## src/rtl/rmbp_pkg.sv

```systemverilog
// Shared types and constants of the multibulk command parser.
package rmbp_pkg;

	localparam int COUNT_W = 11;
	localparam int INDEX_W = 10;
	localparam int CFG_INDEX_W = 2;
	localparam int HARD_LIMIT = 1024;

	localparam logic [CFG_INDEX_W-1:0] REG_MAX_ARG_COUNT = 2'd0;
	localparam logic [CFG_INDEX_W-1:0] REG_MAX_ARG_LENGTH = 2'd1;

	localparam logic [7:0] CHAR_STAR = 8'h2A;
	localparam logic [7:0] CHAR_DOLLAR = 8'h24;
	localparam logic [7:0] CHAR_CR = 8'h0D;
	localparam logic [7:0] CHAR_LF = 8'h0A;
	localparam logic [7:0] CHAR_TAB = 8'h09;
	localparam logic [7:0] CHAR_SPACE = 8'h20;
	localparam logic [7:0] CHAR_PLUS = 8'h2B;
	localparam logic [7:0] CHAR_MINUS = 8'h2D;
	localparam logic [7:0] CHAR_ZERO = 8'h30;
	localparam logic [7:0] CHAR_NINE = 8'h39;

	typedef enum logic [1:0] {
		KIND_DATA = 2'd0,
		KIND_ARG_END = 2'd1,
		KIND_ERROR = 2'd2
	} result_kind_t;

	typedef enum logic [1:0] {
		ERR_BAD_COUNT = 2'd0,
		ERR_NO_DOLLAR = 2'd1,
		ERR_BAD_LENGTH = 2'd2,
		ERR_NO_CRLF = 2'd3
	} error_code_t;

	// A stream byte together with the classes the parser tests it against.
	typedef struct packed {
		logic [7:0] raw;
		logic star;
		logic dollar;
		logic cr;
		logic lf;
		logic blank;
		logic plus;
		logic minus;
		logic digit;
		logic [3:0] digit_val;
	} byte_class_t;

endpackage

```

## src/rtl/rmbp_queue.sv

```systemverilog
// Small first-in first-out queue with registered storage.
module rmbp_queue #(
	parameter int WIDTH = 8,
	parameter int DEPTH = 2
) (
	input logic clk,
	input logic arst_n,
	input logic push_valid,
	output logic push_ready,
	input logic [WIDTH-1:0] push_data,
	output logic pop_valid,
	input logic pop_ready,
	output logic [WIDTH-1:0] pop_data
);
	localparam int PW = (DEPTH > 1) ? $clog2(DEPTH) : 1;
	localparam int CNTW = $clog2(DEPTH + 1);

	logic [WIDTH-1:0] mem_q [DEPTH];
	logic [PW-1:0] wr_ptr_q;
	logic [PW-1:0] rd_ptr_q;
	logic [CNTW-1:0] count_q;
	logic push;
	logic pop;

	assign push_ready = (count_q != CNTW'(DEPTH));
	assign pop_valid = (count_q != '0);
	assign pop_data = mem_q[rd_ptr_q];
	assign push = push_valid && push_ready;
	assign pop = pop_valid && pop_ready;

	always_ff @(posedge clk) begin
		if (push) begin
			mem_q[wr_ptr_q] <= push_data;
		end
	end

	always_ff @(posedge clk or negedge arst_n) begin
		if (!arst_n) begin
			wr_ptr_q <= '0;
			rd_ptr_q <= '0;
			count_q <= '0;
		end else begin
			if (push) begin
				wr_ptr_q <= (wr_ptr_q == PW'(DEPTH - 1)) ? '0 : wr_ptr_q + 1'b1;
			end
			if (pop) begin
				rd_ptr_q <= (rd_ptr_q == PW'(DEPTH - 1)) ? '0 : rd_ptr_q + 1'b1;
			end
			count_q <= count_q + CNTW'(push) - CNTW'(pop);
		end
	end

endmodule

```

## src/rtl/rmbp_front.sv

```systemverilog
// Front end: takes stream bytes and classifies them for the parser.
module rmbp_front (
	input logic in_valid,
	output logic in_ready,
	input logic [7:0] in_byte,
	output logic push_valid,
	input logic push_ready,
	output rmbp_pkg::byte_class_t push_item
);
	import rmbp_pkg::*;

	assign push_valid = in_valid;
	assign in_ready = push_ready;

	always_comb begin
		push_item.raw = in_byte;
		push_item.star = (in_byte == CHAR_STAR);
		push_item.dollar = (in_byte == CHAR_DOLLAR);
		push_item.cr = (in_byte == CHAR_CR);
		push_item.lf = (in_byte == CHAR_LF);
		// Space and the control characters from TAB through CR count as blanks.
		push_item.blank = (in_byte == CHAR_SPACE) ||
			((in_byte >= CHAR_TAB) && (in_byte <= CHAR_CR));
		push_item.plus = (in_byte == CHAR_PLUS);
		push_item.minus = (in_byte == CHAR_MINUS);
		push_item.digit = (in_byte >= CHAR_ZERO) && (in_byte <= CHAR_NINE);
		push_item.digit_val = in_byte[3:0];
	end

endmodule

```

## src/rtl/rmbp_back.sv

```systemverilog
// Back end: parser state machine and the result output register.
module rmbp_back #(
	parameter int LIMIT_BITS = 11
) (
	input logic clk,
	input logic arst_n,
	input logic item_valid,
	output logic item_ready,
	input rmbp_pkg::byte_class_t item,
	input logic [((LIMIT_BITS > rmbp_pkg::COUNT_W) ? LIMIT_BITS : rmbp_pkg::COUNT_W)-1:0]
		max_count,
	input logic [((LIMIT_BITS > rmbp_pkg::COUNT_W) ? LIMIT_BITS : rmbp_pkg::COUNT_W)-1:0]
		max_length,
	output logic out_valid,
	input logic out_ready,
	output logic [1:0] kind,
	output logic [7:0] data_byte,
	output logic [rmbp_pkg::INDEX_W-1:0] arg_index,
	output logic command_done,
	output logic [rmbp_pkg::COUNT_W-1:0] arg_count,
	output logic [1:0] error_code
);
	import rmbp_pkg::*;

	localparam int NW = LIMIT_BITS;
	localparam int CW = (LIMIT_BITS > COUNT_W) ? LIMIT_BITS : COUNT_W;
	localparam logic [NW-1:0] NUM_MAX = {NW{1'b1}};

	typedef enum logic [3:0] {
		PH_SEEK,
		PH_CNT_LEAD,
		PH_CNT_BODY,
		PH_CNT_CR,
		PH_DOLLAR,
		PH_LEN_LEAD,
		PH_LEN_BODY,
		PH_LEN_CR,
		PH_DATA,
		PH_DATA_CR,
		PH_DATA_LF
	} phase_t;

	phase_t phase_q, nxt_phase;
	logic [COUNT_W-1:0] expected_q, nxt_expected;
	logic [INDEX_W-1:0] cur_q, nxt_cur;
	logic [NW-1:0] num_q, nxt_num;
	logic neg_q, nxt_neg;
	logic closed_q, nxt_closed;
	logic [NW-1:0] left_q, nxt_left;

	logic out_valid_q;
	result_kind_t kind_q, res_kind;
	error_code_t code_q, res_code;
	logic [7:0] data_q;
	logic [INDEX_W-1:0] index_q;
	logic done_q, res_done;
	logic [COUNT_W-1:0] count_q;
	logic res_valid;
	logic take;

	// Number line decoding shared by the count and length lines.
	logic sub_lead, sub_cr, in_count_line, line_end, lead_in, lead_out;
	logic [NW+3:0] prod;
	logic [NW-1:0] fed_num;
	logic fed_neg, fed_closed;
	logic [CW-1:0] lim_count, lim_length, num_ext;
	logic count_ok, length_ok;
	logic [NW-1:0] left_dec;
	logic last_arg;

	assign item_ready = !out_valid_q || out_ready;
	assign take = item_valid && item_ready;

	assign sub_lead = (phase_q == PH_CNT_LEAD) || (phase_q == PH_LEN_LEAD);
	assign sub_cr = (phase_q == PH_CNT_CR) || (phase_q == PH_LEN_CR);
	assign in_count_line = (phase_q == PH_CNT_LEAD) || (phase_q == PH_CNT_BODY) ||
		(phase_q == PH_CNT_CR);
	assign line_end = sub_cr && item.lf;
	// After a lone CR the reader is still in the blanks if nothing closed it.
	assign lead_in = sub_cr ? !closed_q : sub_lead;

	assign prod = ({4'b0000, num_q} << 3) + ({4'b0000, num_q} << 1) +
		{{NW{1'b0}}, item.digit_val};

	always_comb begin
		fed_num = num_q;
		fed_neg = neg_q;
		fed_closed = closed_q;
		lead_out = 1'b0;
		if (!closed_q) begin
			if (lead_in && item.blank) begin
				lead_out = 1'b1;
			end else if (lead_in && (item.plus || item.minus)) begin
				fed_neg = item.minus;
			end else if (item.digit) begin
				fed_num = (prod > {4'b0000, NUM_MAX}) ? NUM_MAX : prod[NW-1:0];
			end else begin
				fed_closed = 1'b1;
			end
		end
	end

	assign lim_count = (max_count > CW'(HARD_LIMIT)) ? CW'(HARD_LIMIT) : max_count;
	assign lim_length = (max_length > CW'(HARD_LIMIT)) ? CW'(HARD_LIMIT) : max_length;
	assign num_ext = CW'(num_q);
	assign count_ok = !neg_q && (num_q != '0) && (num_ext <= lim_count);
	assign length_ok = !neg_q && (num_q != '0) && (num_ext <= lim_length);
	assign left_dec = left_q - 1'b1;
	assign last_arg = ({1'b0, cur_q} + 1'b1) >= expected_q;

	always_comb begin
		nxt_phase = phase_q;
		nxt_expected = expected_q;
		nxt_cur = cur_q;
		nxt_num = num_q;
		nxt_neg = neg_q;
		nxt_closed = closed_q;
		nxt_left = left_q;
		res_valid = 1'b0;
		res_kind = KIND_DATA;
		res_code = ERR_BAD_COUNT;
		res_done = 1'b0;
		unique case (phase_q)
			PH_SEEK: begin
				if (item.star) begin
					nxt_phase = PH_CNT_LEAD;
					nxt_expected = '0;
					nxt_cur = '0;
					nxt_num = '0;
					nxt_neg = 1'b0;
					nxt_closed = 1'b0;
				end
			end
			PH_CNT_LEAD, PH_CNT_BODY, PH_CNT_CR,
			PH_LEN_LEAD, PH_LEN_BODY, PH_LEN_CR: begin
				if (line_end) begin
					if (in_count_line) begin
						if (count_ok) begin
							nxt_expected = COUNT_W'(num_ext);
							nxt_cur = '0;
							nxt_phase = PH_DOLLAR;
						end else begin
							res_valid = 1'b1;
							res_code = ERR_BAD_COUNT;
						end
					end else begin
						if (length_ok) begin
							nxt_left = num_q;
							nxt_phase = PH_DATA;
						end else begin
							res_valid = 1'b1;
							res_code = ERR_BAD_LENGTH;
						end
					end
				end else begin
					nxt_num = fed_num;
					nxt_neg = fed_neg;
					nxt_closed = fed_closed;
					if (item.cr) begin
						nxt_phase = in_count_line ? PH_CNT_CR : PH_LEN_CR;
					end else if (lead_out) begin
						nxt_phase = in_count_line ? PH_CNT_LEAD : PH_LEN_LEAD;
					end else begin
						nxt_phase = in_count_line ? PH_CNT_BODY : PH_LEN_BODY;
					end
				end
			end
			PH_DOLLAR: begin
				if (item.dollar) begin
					nxt_num = '0;
					nxt_neg = 1'b0;
					nxt_closed = 1'b0;
					nxt_phase = PH_LEN_LEAD;
				end else begin
					res_valid = 1'b1;
					res_code = ERR_NO_DOLLAR;
				end
			end
			PH_DATA: begin
				res_valid = 1'b1;
				res_kind = KIND_DATA;
				nxt_left = left_dec;
				if (left_dec == '0) begin
					nxt_phase = PH_DATA_CR;
				end
			end
			PH_DATA_CR: begin
				if (item.cr) begin
					nxt_phase = PH_DATA_LF;
				end else begin
					res_valid = 1'b1;
					res_code = ERR_NO_CRLF;
				end
			end
			PH_DATA_LF: begin
				if (item.lf) begin
					res_valid = 1'b1;
					res_kind = KIND_ARG_END;
					res_done = last_arg;
					if (last_arg) begin
						nxt_expected = '0;
						nxt_cur = '0;
						nxt_phase = PH_SEEK;
					end else begin
						nxt_cur = cur_q + 1'b1;
						nxt_phase = PH_DOLLAR;
					end
				end else begin
					res_valid = 1'b1;
					res_code = ERR_NO_CRLF;
				end
			end
			default: begin
				nxt_phase = PH_SEEK;
			end
		endcase

		// Every fault resynchronizes; a '*' that caused it opens a new command.
		if (res_valid && (res_kind == KIND_DATA) && (phase_q != PH_DATA)) begin
			res_kind = KIND_ERROR;
			nxt_expected = '0;
			nxt_cur = '0;
			if (item.star) begin
				nxt_num = '0;
				nxt_neg = 1'b0;
				nxt_closed = 1'b0;
				nxt_phase = PH_CNT_LEAD;
			end else begin
				nxt_phase = PH_SEEK;
			end
		end
	end

	always_ff @(posedge clk or negedge arst_n) begin
		if (!arst_n) begin
			phase_q <= PH_SEEK;
			expected_q <= '0;
			cur_q <= '0;
			num_q <= '0;
			neg_q <= 1'b0;
			closed_q <= 1'b0;
			left_q <= '0;
			out_valid_q <= 1'b0;
			kind_q <= KIND_DATA;
			code_q <= ERR_BAD_COUNT;
			data_q <= '0;
			index_q <= '0;
			done_q <= 1'b0;
			count_q <= '0;
		end else begin
			if (take) begin
				phase_q <= nxt_phase;
				expected_q <= nxt_expected;
				cur_q <= nxt_cur;
				num_q <= nxt_num;
				neg_q <= nxt_neg;
				closed_q <= nxt_closed;
				left_q <= nxt_left;
			end
			if (item_ready) begin
				out_valid_q <= take && res_valid;
				kind_q <= res_kind;
				code_q <= (res_kind == KIND_ERROR) ? res_code : ERR_BAD_COUNT;
				data_q <= (res_kind == KIND_DATA) ? item.raw : 8'h00;
				index_q <= cur_q;
				done_q <= res_done;
				count_q <= expected_q;
			end
		end
	end

	assign out_valid = out_valid_q;
	assign kind = kind_q;
	assign data_byte = data_q;
	assign arg_index = index_q;
	assign command_done = done_q;
	assign arg_count = count_q;
	assign error_code = code_q;

endmodule

```

## src/rtl/resp_multibulk_command_parser_unit.sv

```systemverilog
// Top level of the multibulk command parser: configuration, front end, queue and back end.
//
// The block parses a client command stream of the form "*<count>CRLF" followed by
// <count> arguments "$<len>CRLF<len bytes>CRLF", one byte item per cycle while not stalled.
// Input channel: in_valid/in_ready with in_byte. Output channel: out_valid/out_ready
// with kind, data_byte, arg_index, command_done, arg_count and error_code.
// Configuration channel: cfg_valid/cfg_ready (always ready) with cfg_index and
// cfg_data; index 0 is max_arg_count, index 1 is max_arg_length, others are ignored.
// Throughput is one byte per cycle while results are taken, set by the back end state
// machine, which handles one queued byte per cycle. A result passes the queue storage and
// then the output register once its byte is accepted.
// When the receiver stalls, the result holds in the output register, the back end
// stops, and the queue (QUEUE_DEPTH items) absorbs bytes until in_ready falls.
// Reset empties the queue and output register, returns the parser to seeking '*',
// and sets both limits to 1024. A protocol fault gives an error item and the
// parser seeks the next '*', or starts a new command at once if the byte was '*'.
module resp_multibulk_command_parser_unit #(
	parameter int LIMIT_BITS = 11,
	parameter int QUEUE_DEPTH = 2
) (
	input logic clk,
	input logic arst_n,
	input logic in_valid,
	output logic in_ready,
	input logic [7:0] in_byte,
	output logic out_valid,
	input logic out_ready,
	output logic [1:0] kind,
	output logic [7:0] data_byte,
	output logic [rmbp_pkg::INDEX_W-1:0] arg_index,
	output logic command_done,
	output logic [rmbp_pkg::COUNT_W-1:0] arg_count,
	output logic [1:0] error_code,
	input logic cfg_valid,
	output logic cfg_ready,
	input logic [rmbp_pkg::CFG_INDEX_W-1:0] cfg_index,
	input logic [LIMIT_BITS-1:0] cfg_data
);
	import rmbp_pkg::*;

	localparam int CW = (LIMIT_BITS > COUNT_W) ? LIMIT_BITS : COUNT_W;

	logic [CW-1:0] max_count_q;
	logic [CW-1:0] max_length_q;
	logic push_valid, push_ready;
	byte_class_t push_item;
	logic pop_valid, pop_ready;
	logic [$bits(byte_class_t)-1:0] pop_bits;

	assign cfg_ready = 1'b1;

	always_ff @(posedge clk or negedge arst_n) begin
		if (!arst_n) begin
			max_count_q <= CW'(HARD_LIMIT);
			max_length_q <= CW'(HARD_LIMIT);
		end else if (cfg_valid) begin
			if (cfg_index == REG_MAX_ARG_COUNT) begin
				max_count_q <= CW'(cfg_data);
			end
			if (cfg_index == REG_MAX_ARG_LENGTH) begin
				max_length_q <= CW'(cfg_data);
			end
		end
	end

	rmbp_front u_front (
		.in_valid(in_valid),
		.in_ready(in_ready),
		.in_byte(in_byte),
		.push_valid(push_valid),
		.push_ready(push_ready),
		.push_item(push_item)
	);

	rmbp_queue #(
		.WIDTH($bits(byte_class_t)),
		.DEPTH(QUEUE_DEPTH)
	) u_queue (
		.clk(clk),
		.arst_n(arst_n),
		.push_valid(push_valid),
		.push_ready(push_ready),
		.push_data(push_item),
		.pop_valid(pop_valid),
		.pop_ready(pop_ready),
		.pop_data(pop_bits)
	);

	rmbp_back #(
		.LIMIT_BITS(LIMIT_BITS)
	) u_back (
		.clk(clk),
		.arst_n(arst_n),
		.item_valid(pop_valid),
		.item_ready(pop_ready),
		.item(byte_class_t'(pop_bits)),
		.max_count(max_count_q),
		.max_length(max_length_q),
		.out_valid(out_valid),
		.out_ready(out_ready),
		.kind(kind),
		.data_byte(data_byte),
		.arg_index(arg_index),
		.command_done(command_done),
		.arg_count(arg_count),
		.error_code(error_code)
	);

	// A data item never carries an error code or a command end.
	a_data_clean: assert property (@(posedge clk) disable iff (!arst_n)
		out_valid && (kind == KIND_DATA) |-> (error_code == ERR_BAD_COUNT) && !command_done)
		else $error("data item carries error code or command end");

	// Only an argument end with a known count can close a command.
	a_done_end: assert property (@(posedge clk) disable iff (!arst_n)
		out_valid && command_done |-> (kind == KIND_ARG_END) && (arg_count != '0))
		else $error("command end outside an argument end");

	// Non-data items carry a zero data byte.
	a_data_zero: assert property (@(posedge clk) disable iff (!arst_n)
		out_valid && (kind != KIND_DATA) |-> (data_byte == 8'h00))
		else $error("non-data item carries a data byte");

	// An argument end always has an index below the accepted count.
	a_index_range: assert property (@(posedge clk) disable iff (!arst_n)
		out_valid && (kind == KIND_ARG_END) |-> ({1'b0, arg_index} < arg_count))
		else $error("argument index beyond the count");

endmodule

```

## config.mk

```make
export PLATFORM = sky130hd
export DESIGN_NAME = resp_multibulk_command_parser_unit
export DESIGN_NICKNAME = d
export VERILOG_FILES = /design/src/rtl/rmbp_pkg.sv /design/src/rtl/rmbp_queue.sv /design/src/rtl/rmbp_front.sv /design/src/rtl/rmbp_back.sv /design/src/rtl/resp_multibulk_command_parser_unit.sv
export SDC_FILE = /design/constraint.sdc
export NUM_CORES = 1
export LEC_CHECK = 0
export ABC_AREA = 1
export BUFFER_PORTS_ARGS = -buffer_cell sky130_fd_sc_hd__buf_2
export CORE_MARGIN = 2
export CORE_UTILIZATION = 34
export CTS_CLUSTER_SIZE = 24
export DETAILED_ROUTE_END_ITERATION = 6
export PLACE_DENSITY = 0.49
export SYNTH_ARGS = -nofsm -noshare
export SYNTH_HDL_FRONTEND = slang
export SYNTH_HIERARCHICAL = 1
export SYNTH_SLANG_ARGS = --single-unit
```

## constraint.sdc

```tcl
create_clock -name clk -period 4.3 [get_ports clk]
set_clock_uncertainty 0.05 [all_clocks]
set_input_delay 0.43 -clock clk [delete_from_list [all_inputs] [get_ports clk]]
set_output_delay 0.43 -clock clk [all_outputs]
set_load 0.01 [all_outputs]
```

* Word level (Yosys, flattened, before mapping)
Memory sizes are Yosys's and may differ from the RTL's.
Cells that the tools add are included.
W data, S select, Z words.
** Word-level totals
- Word-level logic and storage cells :: 212
- Memories :: 1
- Register bits :: 110
- Memory bits (read-only) :: 0
- Bits in latches :: 0
- Output and inout port bits :: 37
- Input bits :: 26
- Memory bits (writable) :: 40
** Cells by class
- Multiply operators :: 0
- Shift operators :: 0
- Reductions and logical operators :: 40
- Div/mod/pow operators :: 0
- Order comparisons :: 10
- Bitwise gates (word level) :: 0
- Add/sub/neg operators :: 9
- Eq/ne operators :: 35
- Mux-type cells :: 98
** Memories
- u_queue.mem_q :: words 2, bits a word 20, read ports 1, clocked after memory_dff 0, wr ports 1, line rmbp_queue.sv:18 : logic [WIDTH-1:0] mem_q [DEPTH];
** Operator list (count)
- $mux W11 :: 22
- $mux W10 :: 7
- $pmux W11 S3 :: 2
- $mux W4 :: 12
- $eq A8 B6 Y1 const B :: 5
- $mux W1 :: 35
- $pmux W10 S3 :: 1
- $pmux W4 S6 :: 1
- $gt A11 B11 Y1 const B :: 2
- $le A11 B11 Y1 :: 2
- $pmux W11 S2 :: 1
- $ne A3 B1 Y1 const B :: 6
- $eq A4 B3 Y1 const B :: 4
- $eq A8 B4 Y1 const B :: 2
- $mux W2 :: 8
- $reduce_and A8 Y1 :: 2
- $add A14 B12 Y15 :: 1
- $add A15 B4 Y15 :: 1
- $gt A15 B11 Y1 const B :: 1
- $logic_and A1 B1 Y1 :: 13
- $eq A4 B4 Y1 const B :: 3
- $mux W3 :: 4
- $add A10 B1 Y11 const B :: 1
- $ge A11 B11 Y1 :: 1
- 36 further kinds :: 55

* Longest topological paths before layout
Gate-level depths: netlist of the first run.
- Depth after elaboration :: 13
- Depth in mapped cells :: 23

* Cells and area by module
Netlist of the first run, hierarchy kept.
** By module, submodules not included
- rmbp_back :: area each 6153.4 um^2, sequential area each 2102.0 um^2, cells each 867, instances 1
- rmbp_queue :: area each 1697.9 um^2, sequential area each 1301.2 um^2, cells each 136, instances 1
- resp_multibulk_command_parser_unit :: area each 907.1 um^2, sequential area each 553.0 um^2, cells each 101, instances 1
- rmbp_front :: area each 255.2 um^2, sequential area each 0.0 um^2, cells each 48, instances 1

* Worst setup path before layout of the first run
No wires, ideal clock.
- Kind :: reg2reg
- Start point :: register u_queue.rd_ptr_q
- End point :: register u_back.num_q[0], in the netlist u_back/num_ext[0]
- Cell stages (with the launch flop) :: 22
- Data required time :: 4119 ps
- Library setup time :: 131 ps
- Setup slack :: 1274 ps
- Arrival time :: 2844 ps
- Path through :: dfrtp_1 -> inv_2 -> buf_2 -> nand2_1 -> nand2_1 -> inv_1 -> fa_1 -> inv_1 -> ha_1 -> nand3_1 -> nand2_1 -> nand3_1 -> nand3_1 -> nand2_1 -> o21ai_0 -> nor2_1 -> and2_1 -> nand2_1 -> nand3_1 -> nand2_1 -> nand2_1 -> o21ai_0
** Between the ends
- Cells in the longest elaborated chain, start to end :: 12
- Elaborated cells between the ends (all ways) :: 27
** RTL lines
- from (decl) :: line rmbp_queue.sv:20 : logic [PW-1:0] rd_ptr_q;
- from (signal assigned) :: line rmbp_queue.sv:47 : rd_ptr_q <= (rd_ptr_q == PW'(DEPTH - 1)) ? '0 : rd_ptr_q + 1'b1;
- $mem_v2 Z2 W20 *
- via pop_bits[3] :: line resp_multibulk_command_parser_unit.sv:48 : logic [$bits(byte_class_t)-1:0] pop_bits;
- $add A15 B4 Y15 * :: line rmbp_back.sv:82 : assign prod = ({4'b0000, num_q} << 3) + ({4'b0000, num_q} << 1) +
- $gt A15 B11 Y1 * :: line rmbp_back.sv:96 : fed_num = (prod > {4'b0000, NUM_MAX}) ? NUM_MAX : prod[NW-1:0];
- $mux W11 * :: line rmbp_back.sv:96
- $mux W11 * :: line rmbp_back.sv:95 : end else if (item.digit) begin
- $mux W11 * :: line rmbp_back.sv:93 : end else if (lead_in && (item.plus || item.minus)) begin
- $mux W11 * :: line rmbp_back.sv:91 : if (lead_in && item.blank) begin
- $mux W11 * :: line rmbp_back.sv:90 : if (!closed_q) begin
- $mux W11 * :: line rmbp_back.sv:136 : if (line_end) begin
- $pmux W11 S3 * :: line rmbp_back.sv:123 : unique case (phase_q)
- $mux W11 :: line rmbp_back.sv:223 : if (item.star) begin
- $mux W11 * :: line rmbp_back.sv:219 : if (res_valid && (res_kind == KIND_DATA) && (phase_q != PH_DATA)) begin
- to (signal assigned) :: line rmbp_back.sv:255 : num_q <= nxt_num;
- to (decl) :: line rmbp_back.sv:46 : logic [NW-1:0] num_q, nxt_num;
The timed path passes the listed nets; every way through them passes the cells marked *.
A chain may end at the register's enable or synchronous reset.

* Worst setup path in the final report of the first run
- Start point :: register max_length_q[2]
- End point :: register u_back.expected_q[8]
** Between the ends
- Cells in the longest elaborated chain, start to end :: 12
- Elaborated cells between the ends (all ways) :: 19
** RTL lines
- from (decl) :: line resp_multibulk_command_parser_unit.sv:44 : logic [CW-1:0] max_length_q;
- from (signal assigned) :: line resp_multibulk_command_parser_unit.sv:55 : max_length_q <= CW'(HARD_LIMIT);
- from (signal assigned) :: line resp_multibulk_command_parser_unit.sv:61 : max_length_q <= CW'(cfg_data);
- $gt A11 B11 Y1 :: line rmbp_back.sv:104 : assign lim_length = (max_length > CW'(HARD_LIMIT)) ? CW'(HARD_LIMIT) : max_length;
- $mux W11 * :: line rmbp_back.sv:104
- $le A11 B11 Y1 * :: line rmbp_back.sv:107 : assign length_ok = !neg_q && (num_q != '0) && (num_ext <= lim_length);
- $logic_and A1 B1 Y1 * :: line rmbp_back.sv:107
- $mux W1 * :: line rmbp_back.sv:147 : if (length_ok) begin
- $mux W1 * :: line rmbp_back.sv:137 : if (in_count_line) begin
- $mux W1 * :: line rmbp_back.sv:136
- $pmux W1 S4 * :: line rmbp_back.sv:123
- $logic_and A1 B1 Y1 * (2 in a row) :: line rmbp_back.sv:219
- $ne A3 B1 Y1 (no line) (tied with other cells)
- $reduce_and A8 Y1 (no line)
- to (signal assigned) :: line rmbp_back.sv:253 : expected_q <= nxt_expected;
- to (decl) :: line rmbp_back.sv:44 : logic [COUNT_W-1:0] expected_q, nxt_expected;
Mark *: on every way between the ends. The rest lies on a longest branch, timed or not.

==> results of run 1 <==
==> synth_stat cells, types with 13 or more instances <==
cell / number / share of area, %
buf_2: 16 / 0.89
nand4_1: 34 / 2.4
o21ai_0: 55 / 3.1
nand2_1: 392 / 16
dfrtp_1: 108 / 30
o21ai_1: 20 / 1.1
clkbuf_1: 13 / 0.54
inv_2: 14 / 0.58
nand3_1: 68 / 3.8
nor2_1: 85 / 3.5
xor2_1: 16 / 1.6
edfxtp_1: 40 / 13
inv_1: 98 / 4.1
ha_1: 60 / 8.3
buf_4: 17 / 1.4
a21oi_1: 37 / 2.1
==> through the flow <==
step / util, % / setup slack [ns] / instance area [um2] / hold slack [ns] / total power, mW
final: 39.2 / 0.783 / 10200 / 0.0148 / 7.30
after global routing: 39.2 / 0.412 / 10200 / 0.0683 / 7.97
after CTS: 39.2 / 0.783 / 10200 / 0.0436 / 7.37
after detailed placement: 36.7 / 0.814 / 9570 / 0.410 / 5.64
after global placement: 36.7 / 0.895 / 9570 / 0.403 / 5.64
after floorplan: - / 1.27 / 9010 / 0.0844 / 4.66
==> worst max-delay path, cell delays in order (launching register included) <==
cell and delay [ns]:
dfrtp_1 0.40, nor4_1 0.32, a31o_2 0.30, nand2_1 0.09, ha_1 0.30, nand2_1 0.05
inv_1 0.06, nand2_1 0.05, nor2_1 0.13, nand2_1 0.06, nand3_1 0.06, nand2_1 0.09
nand2_1 0.14, nand2_1 0.08, nand3_2 0.11, nand3_4 0.15, nand2_2 0.26, nand4_1 0.43
nand2_1 0.20, nand2_1 0.07
==> routing by layer <==
metal | GRT usage (%) | wire (um) | vias up
li1 | - | - | 3855
met1 | 23.8 | 11500 | 3443
met2 | 29.4 | 11300 | 126
met3 | 2.64 | 743 | 27
met4 | 4.80 | 313 | 0
met5 | 0 | 0 | -
==> kinds of logic after synthesis <==
family                     Yosys count
xor gates and xnor gates            21
other                                1
DFF                                150
adders and majority gates           62
and+or+nand+nor                    620
AOI/OAI and AO/OA                  139
buffers and inverters              159
==> worst min path at each step <==
stage / startpoint / end / slack [ns]
global route: arst_n / u_back/expected_q[9]$_DFFE_PN0P_ / 0.07
CTS: arst_n / u_back/expected_q[10]$_DFFE_PN0P_ / 0.04
detailed placement: max_length_q[10]$_DFFE_PN1P_ / max_length_q[10]$_DFFE_PN1P_ / 0.41
global placement: max_length_q[10]$_DFFE_PN1P_ / max_length_q[10]$_DFFE_PN1P_ / 0.40
floorplan: arst_n / max_count_q[0]$_DFFE_PN0P_ / 0.08
finish: arst_n / u_back/left_q[7]$_DFFE_PN0P_ / 0.01
==> registers in the layout (all words and copies together) (netlist names) <==
signal and count:
u_queue/wr_ptr_q 1, u_queue/mem_q 40, u_back/arg_index 10, u_back/left_q 11
u_back/command_done 1, u_back/closed_q 1, u_back/num_ext 11, max_count_q 11
u_queue/rd_ptr_q 1, max_length_q 11, u_queue/count_q 2, u_back/arg_count 11
u_back/phase_q 4, u_back/data_byte 8, u_back/error_code 2, u_back/cur_q 10
u_back/out_valid 1, u_back/expected_q 11, u_back/kind 2, u_back/neg_q 1
==> layout make-up <==
type                            instances  area, um2  area share (%)
Multi-Input combinational cell        843       4390            42.9
Sequential cell                       150       3960            38.7
Clock buffer                           20        468            4.58
Inverter                              112        420            4.11
Tap cell                              335        419            4.10
Timing Repair Buffer                   72        390            3.82
Clock inverter                         12        186            1.82
==> power by group <==
group          total [mW]  internal [mW]  switching, mW  leakage [nW]
Sequential           2.21           1.86          0.349          1.81
Combinational        3.39           1.12           2.27          3.00
Clock                1.69           1.04          0.656         0.323
Total                7.30           4.02           3.28          5.13
==> flow_metrics.env, run 1 <==
export IMPL_antenna_found_initial=0
export IMPL_r2r_start="max_length_q[2]$_DFFE_PN0P_"
export IMPL_synth_async_reset_ratio_pct=73.3
export IMPL_clockBufferDepth=2
export IMPL_cts_hold_buf=0
export IMPL_grt_pass1_wl_um=39200
export IMPL_grt_use_total_pct=17.6
export IMPL_clock_root_buffer="clkbuf_16"
export IMPL_clk_latency_ns=0.43
export IMPL_cp_data_arrival_time_ns=3.77
export IMPL_final_cell_mix="nand2_1, dfrtp_1, inv_1, nor2_1, nand3_1"
export IMPL_syn_area_mm2=0.00901
export IMPL_ys_flop_type="dfrtp_1"
export IMPL_ys_seq_area_share_pct=43.9
export IMPL_cts_sinks=150
export IMPL_synth_distinct_cells=43
export IMPL_muxShareOfSynthArea_pct=0
export IMPL_fin_tns_setup_ns=0
export IMPL_regToRegSetupSlack_ns=0.78
export IMPL_wl_per_cell_um=15.4
export IMPL_grt_max_degree=58
export IMPL_nets=1284
export IMPL_min_path_type="in2async"
export IMPL_die_area_mm2=0.0278
export IMPL_p_per_area_mw_per_mm2=713
export IMPL_status="finished, final reports clean"
export IMPL_post_route_period_util_pct=81.8
export IMPL_ir_drop_mv=0.242
export IMPL_h_tree_depth=4
export IMPL_yosys_warnings=6
export IMPL_cts_tree="built"
export IMPL_synth_top_family_by_area="simple AND/OR/NAND/NOR gates"
export IMPL_cp_required_ns=4.56
export IMPL_r2r_cells=19
export IMPL_io_buffers=61
export IMPL_drt_wl_total_um=23800
export IMPL_startpoint_type="register"
export IMPL_vias_per_cell=4.83
export IMPL_firstDrtPassIters=6
export IMPL_critical_path_peak_fanout=13
export IMPL_rsz0062_at_grt="no"
export IMPL_layout_cells_non_filler=1544
export IMPL_synth_compound_area_share_pct=8.45
export IMPL_die_x_um=167
export IMPL_synthXorXnorAreaFrac_pct=2.04
export IMPL_critical_path_class="reg2reg"
export IMPL_clk_pin_slew_worst_paths_ns=0.07
export IMPL_setup_viol=0
export IMPL_slew_violations=0
export IMPL_layout_drive_gt1_share_pct=12.3
export IMPL_timing_slew_headroom_pct=22.4
export IMPL_synthCells=1152
export IMPL_antenna_cells=0
export IMPL_mostFrequentLayoutCell="nand2_1"
export IMPL_coreArea_mm2=0.0261
export IMPL_drt_iter0_drc=420
export IMPL_startpoint="max_length_q[2]$_DFFE_PN0P_"
export IMPL_num_io_pins=63
export IMPL_worstMarginPinSlew_ns=1.16
export IMPL_dp_hpwl_um=17600
export IMPL_syn_area_per_cell_um2=7.82
export IMPL_cts_setup_buffers=0
export IMPL_drc=0
export IMPL_die_h_um=167
export IMPL_cts_resized=0
export IMPL_final_fill_count=2652
export IMPL_numCtsBuffers=17
export IMPL_num_rows=59
export IMPL_synthAdderAreaFrac_pct=8.77
export IMPL_crit_end="u_back/expected_q[8]$_DFFE_PN0P_"
export IMPL_detail_route_antenna_nets=0
export IMPL_gp_congestion=0.897
export IMPL_end_kind="register"
export IMPL_synth_nets=1240
export IMPL_fmax_mhz=284
export IMPL_synth_edff_count=40
export IMPL_dpl_cell_count=1512
export IMPL_syn_to_final_growth_pct=13.5
export IMPL_power_leakage_nw=5.13
export IMPL_min_period_ns=3.52
export IMPL_grt_pass1_vias=7464
export IMPL_gr_total_overflow=0
export IMPL_yosys_area_share_simple_pct=29.2
export IMPL_ys_ff_latch=150
export IMPL_drv_cap=0
export IMPL_hold_viol=0
export IMPL_start_util_pct=34.6
export IMPL_vias=7451
export IMPL_rr_endpoint="u_back/expected_q[8]$_DFFE_PN0P_"
(Power assumes the default switching activity.)
==> run 2, diff against run 1 <==
--- a/config.mk
+++ b/config.mk
@@ -11,7 +11,7 @@
 export CORE_UTILIZATION = 34
 export CTS_CLUSTER_SIZE = 24
 export DETAILED_ROUTE_END_ITERATION = 6
-export PLACE_DENSITY = 0.49
+export PLACE_DENSITY = 0.51
 export SYNTH_ARGS = -nofsm -noshare
 export SYNTH_HDL_FRONTEND = slang
 export SYNTH_HIERARCHICAL = 1
==> constraint.sdc (replaced) <==
create_clock -name clk -period 2.9 [get_ports clk]
set_clock_uncertainty 0.05 [all_clocks]
set_input_delay 0.29 -clock clk [delete_from_list [all_inputs] [get_ports clk]]
set_output_delay 0.29 -clock clk [all_outputs]
set_load 0.01 [all_outputs]
==> run 2 against run 1 <==
  * The run now ends with negative setup slack left
  * Worst hold slack worse by 0.0041 ns
  * Non-clock buffer count is 91 higher
  * Cell count is 6.1% higher
  * Worst setup slack worse by 1.0 ns
  * Power is 66% higher
  * Sequential cell count stayed put
  * First-iteration DRC count is 18% higher
  * Sequential share of layout area is 3.7 points lower
  * Largest power group unchanged
  * Critical path depth is 1 higher
  * Final area is 11% higher
==> flow_metrics.env, run 2 (synthesis results as in run 1) <==
export IMPL_startpoint_type="register"
export IMPL_mostFrequentLayoutCell="nand2_1"
export IMPL_layout_drive_gt1_share_pct=22.6
export IMPL_worstMarginPinSlew_ns=0.543
export IMPL_critical_path_peak_fanout=5
export IMPL_io_buffers=61
export IMPL_drv_cap=0
export IMPL_vias_per_cell=4.87
export IMPL_nets=1378
export IMPL_power_leakage_nw=5.63
export IMPL_h_tree_depth=4
export IMPL_syn_to_final_growth_pct=25.6
export IMPL_p_per_area_mw_per_mm2=1070
export IMPL_num_rows=59
export IMPL_coreArea_mm2=0.0261
export IMPL_final_cell_mix="nand2_1, dfrtp_1, inv_1, buf_4, nor2_1"
export IMPL_fin_tns_setup_ns=-6.23
export IMPL_min_period_ns=3.12
export IMPL_grt_max_degree=98
export IMPL_die_h_um=167
export IMPL_vias=7975
export IMPL_antenna_found_initial=0
export IMPL_start_util_pct=34.6
export IMPL_gr_total_overflow=0
export IMPL_gp_congestion=0.881
export IMPL_firstDrtPassIters=5
export IMPL_violations="negative setup slack"
export IMPL_grt_pass1_wl_um=40700
export IMPL_numCtsBuffers=17
export IMPL_dp_hpwl_um=18000
export IMPL_drt_wl_total_um=25100
export IMPL_largest_register="u_queue/mem_q"
export IMPL_final_fill_count=2593
export IMPL_critical_path_class="reg2reg"
export IMPL_regToRegSetupSlack_ns=-0.22
export IMPL_end_kind="register"
export IMPL_fmax_mhz=320
export IMPL_clk_pin_slew_worst_paths_ns=0.07
export IMPL_rsz0062_at_grt="yes"
export IMPL_drt_iter0_drc=494
export IMPL_setup_viol=55
export IMPL_slew_violations=0
export IMPL_largest_reg_flops=40
export IMPL_finalPower_mw=12.1
export IMPL_timing_slew_headroom_pct=63.8
export IMPL_die_area_mm2=0.0278
export IMPL_antenna_cells=0
export IMPL_clk_latency_ns=0.45
export IMPL_cp_data_arrival_time_ns=3.41
export IMPL_cp_required_ns=3.19
export IMPL_post_route_period_util_pct=108
export IMPL_clockBufferDepth=2
export IMPL_die_x_um=167
export IMPL_hold_viol=0
export IMPL_clock_root_buffer="clkbuf_16"
export IMPL_grt_use_total_pct=18.3
export IMPL_wl_per_cell_um=15.3
export IMPL_detail_route_antenna_nets=0
export IMPL_status="complete, but fails checks"
export IMPL_cts_sinks=150
export IMPL_setup_ws_ns=-0.224
export IMPL_drc=0
export IMPL_ir_drop_mv=0.450
export IMPL_num_io_pins=63
export IMPL_cts_tree="built"
export IMPL_min_path_type="in2reg"
export IMPL_grt_pass1_vias=7766
-- run 2: worst paths after layout --
kind / end / cells past startpoint / from
hold / removal: u_queue/mem_q[1][18]$_DFFE_PP_ / 1 / in_byte[6]
min in group asynchronous: u_back/left_q[3]$_DFFE_PN0P_ / 2 / arst_n
setup / recovery: u_back/expected_q[1]$_DFFE_PN0P_ / 20 / max_length_q[6]$_DFFE_PN0P_
max in group asynchronous: u_queue/rd_ptr_q$_DFFE_PN0P_ / 3 / arst_n
hold reg to reg: max_count_q[10]$_DFFE_PN1P_ / 2 / max_count_q[10]$_DFFE_PN1P_
setup reg to reg: u_back/expected_q[1]$_DFFE_PN0P_ / 20 / max_length_q[6]$_DFFE_PN0P_
-- run 2: metrics by stage --
stage / setup WS [ns] / instance area [um2] / hold WS, ns / std cells / utilization, %
after floorplan: 0.0386 / 9030 / -0.0556 / 1152 / -
after global placement: -0.171 / 10200 / 0.124 / 1590 / 39.3
after detailed placement: -0.224 / 10200 / 0.126 / 1590 / 39.3
after CTS: -0.0991 / 11000 / 0.00198 / 1628 / 42.2
after global routing: -0.440 / 11300 / 0.00146 / 1638 / 43.4
final: -0.224 / 11300 / 0.0107 / 1638 / 43.4
-- run 2: per-layer routing --
layer,vias up,global-route usage [%],share of wire [%]
met3,23,3.14,3.8
li1,4048,-,-
met1,3759,24.8,48
met2,145,30.4,47
met4,0,4.72,1.2
met5,-,0,0
-- run 2: area by class of cell --
type | count | area (um2) | area share (%)
Clock buffer | 18 | 429 | 3.79
Clock inverter | 14 | 149 | 1.32
Inverter | 112 | 425 | 3.76
Multi-Input combinational cell | 846 | 4750 | 42.0
Sequential cell | 150 | 3960 | 35.0
Tap cell | 335 | 419 | 3.70
Timing Repair Buffer | 163 | 1190 | 10.5
-- run 2: repair_timing --
item	in CTS	in global routing
hold endpoints to repair	13	0
hold buffers	1	0
buffers inserted	2	9
cloned	3	1
endpoints found under the setup margin	46	59
resized for setup	30	48
pin swaps	9	27
-- run 2: critical path, cell delays in order (launching register included) --
cell       delay [ns]
dfrtp_1          0.41
nor4_4           0.34
a31o_2           0.27
nand2_1          0.07
ha_1             0.27
nand2_1          0.05
inv_1            0.08
nand2_1          0.08
nor2_2           0.11
nand2_1          0.06
nand3_1          0.09
nand2_2          0.08
nand2_2          0.07
nand2_2          0.07
nand3_4          0.09
nand3_4          0.12
nand2_4          0.12
nand4_1          0.24
clkbuf_16        0.25
nand2_1          0.05
nand2_1          0.05
-- run 2: report_power, final --
group	switching (mW)	total, mW	internal [mW]
Sequential	0.435	3.20	2.77
Combinational	3.96	6.65	2.69
Clock	0.968	2.24	1.27
Total	5.36	12.1	6.73
==> run 3, diff against run 2 <==
--- a/config.mk
+++ b/config.mk
@@ -11,8 +11,9 @@
 export CORE_UTILIZATION = 34
 export CTS_CLUSTER_SIZE = 24
 export DETAILED_ROUTE_END_ITERATION = 6
-export PLACE_DENSITY = 0.51
+export PLACE_DENSITY = 0.49
 export SYNTH_ARGS = -nofsm -noshare
 export SYNTH_HDL_FRONTEND = slang
 export SYNTH_HIERARCHICAL = 1
 export SYNTH_SLANG_ARGS = --single-unit
+export TNS_END_PERCENT = 20
==> constraint.sdc (replaced) <==
create_clock -name clk -period 3.3 [get_ports clk]
set_clock_uncertainty 0.05 [all_clocks]
set_input_delay 0.33 -clock clk [delete_from_list [all_inputs] [get_ports clk]]
set_output_delay 0.33 -clock clk [all_outputs]
set_load 0.01 [all_outputs]
==> run 3 against run 2 <==
  * Via count fell by 3.8%
  * Sequential power decreased by 13%
  * The flow now finishes without violations
  * Final area shrank 7.1%
  * Core utilization fell by 3.1 points
  * Global-route usage increased by 0.082 points
  * Die area unchanged
  * Clock power is 16% lower
  * Power down 20%
  * Critical path depth up 1
  * Worst setup slack improved by 0.41 ns
  * Sequential cell count did not move
  * Critical endpoint is now u_back/expected_q[10]$_DFFE_PN0P_
==> flow_metrics.env, run 3 (synthesis results as in run 1) <==
export IMPL_drt_iter0_drc=558
export IMPL_firstDrtPassIters=6
export IMPL_io_buffers=61
export IMPL_startpoint_type="register"
export IMPL_numCtsBuffers=17
export IMPL_rsz0062_at_grt="yes"
export IMPL_slew_violations=0
export IMPL_post_route_period_util_pct=94.3
export IMPL_min_path_type="in2reg"
export IMPL_finalPower_mw=9.66
export IMPL_timing_slew_headroom_pct=59.7
export IMPL_nets=1319
export IMPL_coreArea_mm2=0.0261
export IMPL_drv_cap=0
export IMPL_crit_chain="nor4_2 > a31o_1 > nand2_1 > ha_1 > nand2_1 > inv_1 > nand2_1 > nor2_2 > nand2_1 > nand3_1 > nand2_1 > nand2_2 > nand2_1 > nand3_4 > nand3_4 > nand2_2 > nand2_1 > nor2_2 > buf_4 > nand3_1 > nand2_1"
export IMPL_gp_congestion=0.847
export IMPL_layout_drive_gt1_share_pct=16.3
export IMPL_design_area_mm2=0.0105
export IMPL_worst_path_max_delay_cell="dfrtp_1"
export IMPL_grt_max_degree=68
export IMPL_min_period_ns=3.11
export IMPL_clock_root_buffer="clkbuf_16"
export IMPL_worstMarginPinSlew_ns=0.605
export IMPL_die_x_um=167
export IMPL_h_tree_depth=4
export IMPL_dpl_cell_count=1537
export IMPL_die_h_um=167
export IMPL_cts_tree="built"
export IMPL_clockBufferDepth=2
export IMPL_cp_data_arrival_time_ns=3.42
export IMPL_num_io_pins=63
export IMPL_mostFrequentLayoutCell="nand2_1"
export IMPL_critical_path_peak_fanout=11
export IMPL_hold_viol=0
export IMPL_antenna_found_initial=0
export IMPL_vias_per_cell=4.86
export IMPL_regToRegSetupSlack_ns=0.19
export IMPL_cp_num_buf_inv=2
export IMPL_fmax_mhz=321
export IMPL_layout_cells_non_filler=1579
export IMPL_critical_path_class="reg2reg"
export IMPL_grt_use_total_pct=18.4
export IMPL_cpPeakStageDelay_ns=0.42
export IMPL_grt_pass1_vias=7776
export IMPL_final_cell_mix="nand2_1, dfrtp_1, inv_1, nor2_1, nand3_1"
export IMPL_drt_wl_total_um=24600
export IMPL_clk_latency_ns=0.44
export IMPL_status="finished, final reports clean"
export IMPL_cts_sinks=150
export IMPL_detail_route_antenna_nets=0
export IMPL_ir_drop_mv=0.385
export IMPL_setup_viol=0
export IMPL_p_per_area_mw_per_mm2=919
export IMPL_num_rows=59
export IMPL_power_leakage_nw=5.27
export IMPL_clk_pin_slew_worst_paths_ns=0.07
export IMPL_cp_required_ns=3.61
export IMPL_final_fill_count=2695
export IMPL_drc=0
export IMPL_vias=7668
export IMPL_largest_register="u_queue/mem_q"
export IMPL_critical_path_top_delay_family="simple AND/OR/NAND/NOR gates"
export IMPL_largest_reg_flops=40
export IMPL_cpMostUsedCell="nand2_1"
export IMPL_dp_hpwl_um=18000
export IMPL_antenna_cells=0
export IMPL_start_util_pct=34.6
export IMPL_grt_pass1_wl_um=41000
export IMPL_gr_total_overflow=0
export IMPL_wl_per_cell_um=15.6
export IMPL_syn_to_final_growth_pct=16.7
export IMPL_die_area_mm2=0.0278
export IMPL_place_area_mm2=0.00977
export IMPL_end_kind="register"
[run 3: cell count changes in the layout (fill, tap and decap cells not counted), sizes merged]
cell / delta
clkinv: -4
buf: -57
bufinv: -2
inv: +5
nor2: -1
[run 3: metal layers]
metal	vias up	global-route usage (%)	part of all wire [%]
li1	3929	-	-
met1	3551	25.0	48
met2	168	30.5	47
met3	20	3.11	3.8
met4	0	4.46	1.3
met5	-	0	0
[run 3: report_power, final]
part	switching (mW)	internal, mW	leakage [nW]
combinational	3.22	1.78	3.19
sequential	0.362	2.43	1.81
clock	0.868	1.01	0.273
[run 3: stage by stage]
step           setup WS [ns]  hold slack (ns)  utilization (%)  TNS, ns
3_5_place_dp          0.0787            0.342             37.5        0
6_report               0.190           0.0593             40.4        0
4_1_cts               0.0574           0.0549             39.7        0
3_3_place_gp          0.0704            0.341             37.5        0
2_1_floorplan          0.274          -0.0156                -        0
5_1_grt              -0.0792           0.0627             40.4    -1.10
[run 3: cell type report]
cell class	count	area [um2]	area share (%)
inverters	112	420	4.00
clock buffers	19	444	4.22
well taps	335	419	3.98
clock inverters	13	110	1.05
repair buffers	105	661	6.28
multi-input cells	845	4510	42.9
flip-flops and latches	150	3960	37.6
[run 3: worst paths after layout]
kind / endpoint / start / depth (start not counted)
setup / recovery: u_back/expected_q[10]$_DFFE_PN0P_ / max_length_q[9]$_DFFE_PN0P_ / 21
hold / removal: u_queue/mem_q[0][18]$_DFFE_PP_ / in_byte[6] / 1
setup reg to reg: u_back/expected_q[10]$_DFFE_PN0P_ / max_length_q[9]$_DFFE_PN0P_ / 21
hold reg to reg: max_count_q[10]$_DFFE_PN1P_ / max_count_q[10]$_DFFE_PN1P_ / 2
max in group asynchronous: max_count_q[10]$_DFFE_PN1P_ / arst_n / 3
min in group asynchronous: u_back/left_q[5]$_DFFE_PN0P_ / arst_n / 2
[run 3: worst register-to-register path: stages (launching register included)]
cell     delay, ns
dfrtp_1       0.42
nor4_2        0.35
a31o_1        0.29
nand2_1       0.09
ha_1          0.29
nand2_1       0.06
inv_1         0.05
nand2_1       0.05
nor2_2        0.11
nand2_1       0.05
nand3_1       0.06
nand2_1       0.11
nand2_2       0.11
nand2_1       0.09
nand3_4       0.11
nand3_4       0.12
nand2_2       0.12
nand2_1       0.07
nor2_2        0.07
buf_4         0.17
nand3_1       0.10
nand2_1       0.08
[run 3: repair_timing]
item                                   in CTS  in global routing
resized for setup                           0                 26
buffers inserted                            0                  7
hold buffers                                1                  0
setup endpoints to repair                   0                 46
endpoints found under the hold margin      43                  0
